File: config.mk
export PLATFORM = sky130hd
export DESIGN_NAME = pe_horner_step
export DESIGN_NICKNAME = d
export VERILOG_FILES = /design/src/rtl/core/pe_pkg.sv /design/src/rtl/core/pe_horner_step.sv
export SDC_FILE = /design/constraint.sdc
export NUM_CORES = 2
export LEC_CHECK = 0
export BUFFER_PORTS_ARGS = -buffer_cell sky130_fd_sc_hd__buf_2
export CAP_MARGIN = 0
export CORE_MARGIN = 2
export CORE_UTILIZATION = 38
export DETAILED_ROUTE_END_ITERATION = 10
export PLACE_DENSITY = 0.56
export SLEW_MARGIN = 10
export SYNTH_ARGS = -nofsm -noshare
export SYNTH_HDL_FRONTEND = slang
export SYNTH_SLANG_ARGS = --single-unit
export TNS_END_PERCENT = 1
File: constraint.sdc
create_clock -name clk -period 11.7 [get_ports clk]
set_clock_uncertainty 0.05 [all_clocks]
set_input_delay 0.585 -clock clk [delete_from_list [all_inputs] [get_ports clk]]
set_output_delay 0.585 -clock clk [all_outputs]
set_load 0.02 [all_outputs]
File: src/rtl/core/pe_pkg.sv
// Shared types, constants and saturation helpers for the polynomial evaluator.
package pe_pkg;

    localparam int Q_W        = 32;
    localparam int FRAC_W     = 16;
    localparam int PROD_W     = 2 * Q_W;
    localparam int SHIFT_W    = PROD_W - FRAC_W;
    localparam int COEF_REGS  = 8;
    localparam int COEF_IDX_W = 3;

    localparam logic signed [PROD_W-1:0] ROUND_HALF = PROD_W'(64'sd32768);
    localparam logic signed [Q_W-1:0]    Q_MAX      = {1'b0, {(Q_W-1){1'b1}}};
    localparam logic signed [Q_W-1:0]    Q_MIN      = {1'b1, {(Q_W-1){1'b0}}};

    typedef logic signed [Q_W-1:0] q_t;
    typedef logic [COEF_REGS-1:0][Q_W-1:0] coef_bank_t;

    typedef struct packed {
        logic         valid;
        logic         ovf;
        logic [Q_W-1:0] acc;
        logic [Q_W-1:0] x;
    } pe_item_t;

    typedef struct packed {
        logic           ovf;
        logic [Q_W-1:0] value;
    } sat_t;

    function automatic sat_t sat_shifted(input logic signed [SHIFT_W-1:0] v);
        sat_t r;
        if (v[SHIFT_W-1:Q_W-1] == {(SHIFT_W-Q_W+1){v[SHIFT_W-1]}})
        begin
            r.ovf   = 1'b0;
            r.value = v[Q_W-1:0];
        end
        else
        begin
            r.ovf   = 1'b1;
            r.value = v[SHIFT_W-1] ? Q_MIN : Q_MAX;
        end
        return r;
    endfunction

    function automatic sat_t sat_sum(input logic signed [Q_W:0] v);
        sat_t r;
        if (v[Q_W] == v[Q_W-1])
        begin
            r.ovf   = 1'b0;
            r.value = v[Q_W-1:0];
        end
        else
        begin
            r.ovf   = 1'b1;
            r.value = v[Q_W] ? Q_MIN : Q_MAX;
        end
        return r;
    endfunction

endpackage

File: src/rtl/core/pe_horner_step.sv
// One Horner step in three stages: multiply, round and saturate, add coefficient and saturate.
module pe_horner_step
    import pe_pkg::*;
(
    input  logic     clk,
    input  logic     rst_n,
    input  pe_item_t item_in,
    input  q_t       coef,
    output pe_item_t item_out
);

    logic                     mul_valid_reg;
    logic                     mul_ovf_reg;
    logic signed [PROD_W-1:0] mul_prod_reg;
    logic [Q_W-1:0]           mul_x_reg;
    logic signed [PROD_W-1:0] mul_prod_next;

    pe_item_t                 rnd_reg;
    pe_item_t                 rnd_next;
    logic signed [PROD_W-1:0] rounded;
    sat_t                     rnd_sat;

    pe_item_t                 add_reg;
    pe_item_t                 add_next;
    logic signed [Q_W:0]      sum;
    sat_t                     add_sat;

    assign mul_prod_next = $signed(item_in.acc) * $signed(item_in.x);

    always_comb
    begin
        rounded        = mul_prod_reg + ROUND_HALF;
        rnd_sat        = sat_shifted(rounded[PROD_W-1:FRAC_W]);
        rnd_next.valid = mul_valid_reg;
        rnd_next.ovf   = mul_ovf_reg | rnd_sat.ovf;
        rnd_next.acc   = rnd_sat.value;
        rnd_next.x     = mul_x_reg;
    end

    always_comb
    begin
        sum            = {rnd_reg.acc[Q_W-1], rnd_reg.acc} + {coef[Q_W-1], coef};
        add_sat        = sat_sum(sum);
        add_next.valid = rnd_reg.valid;
        add_next.ovf   = rnd_reg.ovf | add_sat.ovf;
        add_next.acc   = add_sat.value;
        add_next.x     = rnd_reg.x;
    end

    always_ff @(posedge clk or negedge rst_n)
    begin
        if (!rst_n)
        begin
            mul_valid_reg <= 1'b0;
            mul_ovf_reg   <= 1'b0;
            mul_prod_reg  <= '0;
            mul_x_reg     <= '0;
            rnd_reg       <= '0;
            add_reg       <= '0;
        end
        else
        begin
            mul_valid_reg <= item_in.valid;
            mul_ovf_reg   <= item_in.ovf;
            mul_prod_reg  <= mul_prod_next;
            mul_x_reg     <= item_in.x;
            rnd_reg       <= rnd_next;
            add_reg       <= add_next;
        end
    end

    assign item_out = add_reg;

endmodule

* Word-level counts from Yosys, hierarchy flattened
Cells that the tools add are included.
Widths: inputs -> output; s select.
** Operators by class
- Multipliers :: 1
- Add/subtract/negate cells :: 2
- Muxes and demuxes :: 4
- Bitwise logic cells :: 2
- Eq/ne operators :: 2
** Operators by type and width (number)
- $mux 33 :: 2
- $add 64x17->64 const B :: 1
- $mul 32x32->64 :: 1
- $mux 32 :: 2
- $add 32x32->33 :: 1
- $eq 16x16->1 :: 1
- $or 1x1->1 :: 2
- $eq 1x1->1 :: 1
** Storage, ports and cells
- Logic and storage cells :: 23
- Bits in registers :: 230

* Logic depth before layout (Yosys ltp)
- Depth after elaboration :: 4
- Gate-level depth with buffers :: 28

* Least setup slack after synthesis
OpenSTA, ideal clock, no wires.
- Kind :: input to register
- Start point :: in item_in[63] (netlist name)
- End point :: reg mul_prod_reg[60]
- Stages on the path :: 26
- Path buffers :: 1
- Data required time :: 11.570 ns
- Data arrival time :: 8.011 ns
- Path slack :: 3.559 ns
- Setup time :: 0.080 ns
- Cells stage by stage :: clkbuf_1 nand2_1 inv_1 fa_1 fa_1 fa_1 inv_1 fa_1 inv_1 fa_1 inv_1 fa_1 fa_1 fa_1 inv_1 ha_1 a21o_1 a21o_1 a21oi_1 nand2_1 a211oi_1 o311ai_0 and2_1 a41o_1 nor2_1 xnor2_1
** On the way
- Word-level cells in the longest chain between the ends :: 1
** Ends and longest elaborated chain
- from (decl) :: line pe_horner_step.sv:7 : input pe_item_t item_in,
- $mul 32x32->64 :: line pe_horner_step.sv:28 : assign mul_prod_next = $signed(item_in.acc) * $signed(item_in.x);
- net mul_prod_next[60] :: line pe_horner_step.sv:16 : logic signed [PROD_W-1:0] mul_prod_next;
- to (signal assigned) :: line pe_horner_step.sv:65 : mul_prod_reg <= mul_prod_next;
- to (decl) :: line pe_horner_step.sv:14 : logic signed [PROD_W-1:0] mul_prod_reg;
The timed path passes the listed nets, and every way through them passes these cells.

* Worst setup path in the final report
- Start point :: in item_in[5] (netlist name)
- End point :: reg mul_prod_reg[63]
The elaborated chain is that of the path after synthesis.

==> flow_summary_export.csv <==
group,metric,value,unit
cts,postCtsSetupBuffers,0,
synth,yosys-top-cells-area,"fa_1 49%, dfrtp_1 12%, inv_1 8.1%",
worst_setup_path,max_stage_delay,910,ps
global_route,grt_pass1_vias,33400,
die,ioPinCount,166,
synth,ys_warn_count,0,
worst_setup_path,reg2reg_depth,15,
worst_setup_path,path_class,"in2reg",
min_path,min_path_type,"in2reg",
layout,drive_gt1_frac,0.0571,
min_path,whs_path_depth,1,
min_path,min_delay_worst_endpoint,"mul_ovf_reg",
synth,ys_types,67,
timing,finalSetupViolCount,0,
routing,drtPass1Iterations,5,
synth,synth_top_area_share,0.491,
worst_setup_path,cp-end-kind,"flip-flop",
die,die_area,119000,µm²
synth,mappedNetlistArea,44200,µm²
synth,ys_ff_latch,215,
min_path,hp-start,"item_in[64]",
synth,synth_nets,5854,
placed_design,dp_hpwl,91400,µm
global_route,grt_max_degree,83,
job,drv_cap,0,
global_route,grt_pass1_wl,186000,µm
worst_setup_path,crit_path_start_kind,"input port",
die,start_util,0.382,
routing,drt_iter0_markers,1299,
timing,fmax,116,MHz
routing,drtAntennaViolNets,0,
worst_setup_path,reg2reg_slack,6630,ps
cts,clk-insertion-delay-late,600,ps
synth,async_reset_ff_frac,1.00,
cts,cts_max_level,1,
layout,final_common_cell,"fa_1",
layout,seqCellArea,5380,µm²
global_route,track_usage,0.203,
run_status,status,"complete, no violations",
placed_design,port_buffers,165,
cts,ctsResizeCount,0,
worst_setup_path,regToRegStartpoint,"rnd_reg[38]",
worst_setup_path,cp_max_fo,33,
timing,final_max_slew_viol_count,0,
cts,cts-buffers-inserted,26,
timing,period_minus_slack,8610,ps
die,rows,125,
cts,cts.path.max_buffers,3,
die,core,116000,µm²
worst_setup_path,required,12140,ps
layout,area_delta_synth_final,6.84,%
cts,clk_pin_slew,60,ps
global_route,grt.overflow.total,0,
routing,via_per_inst,4.96,
routing,vias,29700,
global_route,grt_antenna_before_repair,3,
timing,grt_setup_unrepaired,"no",
worst_setup_path,cpMostUsedCell,"fa_1",
cts,cts_tree,"built",
worst_setup_path,cp_slowest_cell,"o31ai_1",
worst_setup_path,path_delay_family,"adder cells",
routing,routedWlPerCell,19.3,µm
layout,layout_common_cells,"1,082 x fa_1, 949 x inv_1, 538 x nand2_1",
layout,multi_input_area,34300,µm²
placed_design,gp_congestion,0.869,
synth,ys_seq_area_frac,0.122,
worst_setup_path,worstPathArrival,9060,ps
routing,drc_errors,0,
synth,synth_flop_cell,"dfrtp_1",
synth,synth-edff-count,0,
routing,wirelength,115000,µm
cts,cts.hold.buffers_added,2,
timing,layout_worst_path_cycle_share,0.736,
die,fp.dieH,345,µm
layout,largest_reg_flops,66,
timing,slew-limit-headroom,0.276,
worst_setup_path,path_cells,"buf_2 > nand2_1 > inv_1 > fa_1 > inv_1 > fa_1 > inv_1 > fa_1 > fa_1 > fa_1 > fa_1 > fa_1 > fa_1 > ha_1 > a21oi_1 > o21ai_0 > nor2_1 > nand3_1 > o31ai_1 > o21ai_0 > a21oi_1 > nor4_1 > nor3_1",
cts,clock-root-buffer,"clkbuf_16",
layout,nFillCells,11400,
synth,synthCells,4457,
timing,hold_viol_final,0,
worst_setup_path,crit_buf_inv,4,
layout,antenna_cells,0,
cts,clock-sinks,215,
die,fp.dieW,345,µm
timing,tightestPinTransition,1080,ps
synth,synth_top_area_cell,"fa_1",
layout,nets,5847,
synth,syn_area_per_cell,9.91,µm²
timing,fin_setup_tns,0,ps
worst_setup_path,rr_endpoint,"item_out[43]",
-- cell families after synthesis --
logic type	count (synthesis)	share of synthesized area
and+or+nand+nor	1315	0.152
adders and majority gates	1297	0.552
buffers and inverters	1176	0.101
AOI/OAI and AO/OA	298	0.0424
DFF	215	0.122
xor gates and xnor gates	123	0.0246
muxes	33	0.00748
-- cell type report --
class / count / area share
Clock buffer: 31 / 0.0150
Clock inverter: 16 / 0.00483
Tap cell: 1524 / 0.0404
Sequential cell: 215 / 0.114
Inverter: 949 / 0.0755
Timing Repair Buffer: 192 / 0.0221
Multi-Input combinational cell: 3066 / 0.728
-- layer usage --
metal / track usage / vias up / share of wire
met3: 0.0193 / 174 / 0.038
met1: 0.248 / 15800 / 0.39
met2: 0.375 / 629 / 0.53
met4: 0.0662 / 0 / 0.035
met5: 0 / - / 0
li1: - / 13100 / -
-- worst max-delay path by stage --
stage                  endpoint  slack, ps  cells after the start   startpoint
6_report       mul_prod_reg[63]       3090                     23   item_in[5]
5_1_grt        mul_prod_reg[63]       2580                     23   item_in[5]
4_1_cts        mul_prod_reg[60]       3210                     28   item_in[2]
3_5_place_dp   mul_prod_reg[60]       2590                     28   item_in[2]
3_3_place_gp   mul_prod_reg[62]       2690                     23   item_in[5]
2_1_floorplan  mul_prod_reg[60]       3560                     26  item_in[63]
-- stage by stage --
| step | setup WS, ps | hold WS [ps] | util | area, µm² | cells |
|---|---|---|---|---|---|
| finish | 3090 | 47.6 | 0.408 | 47200 | 5993 |
| global route | 2580 | 21.8 | 0.408 | 47200 | 5993 |
| CTS | 3210 | 6.08 | 0.408 | 47200 | 5993 |
| detailed placement | 2590 | 285 | 0.399 | 46200 | 5944 |
| global placement | 2690 | 281 | 0.399 | 46200 | 5944 |
| floorplan | 3560 | 239 | - | 44200 | 4457 |
-- synth_stat cells, drive strengths merged, types with 15 or more instances --
library cell	instances
fa	1082
inv	949
nand2	538
and2	523
clkbuf	218
dfrtp	215
ha	215
a21oi	83
nor2	82
o21ai	79
xnor2	67
xor2	56
nand3	45
a21o	44
mux2i	33
nand4	29
nor3	23
nand2b	18
a31oi	17
and3	15
Power is left out: the tool's default activity adds up to more than one toggle a clock period on the data nets, which glitch-free logic cannot reach.
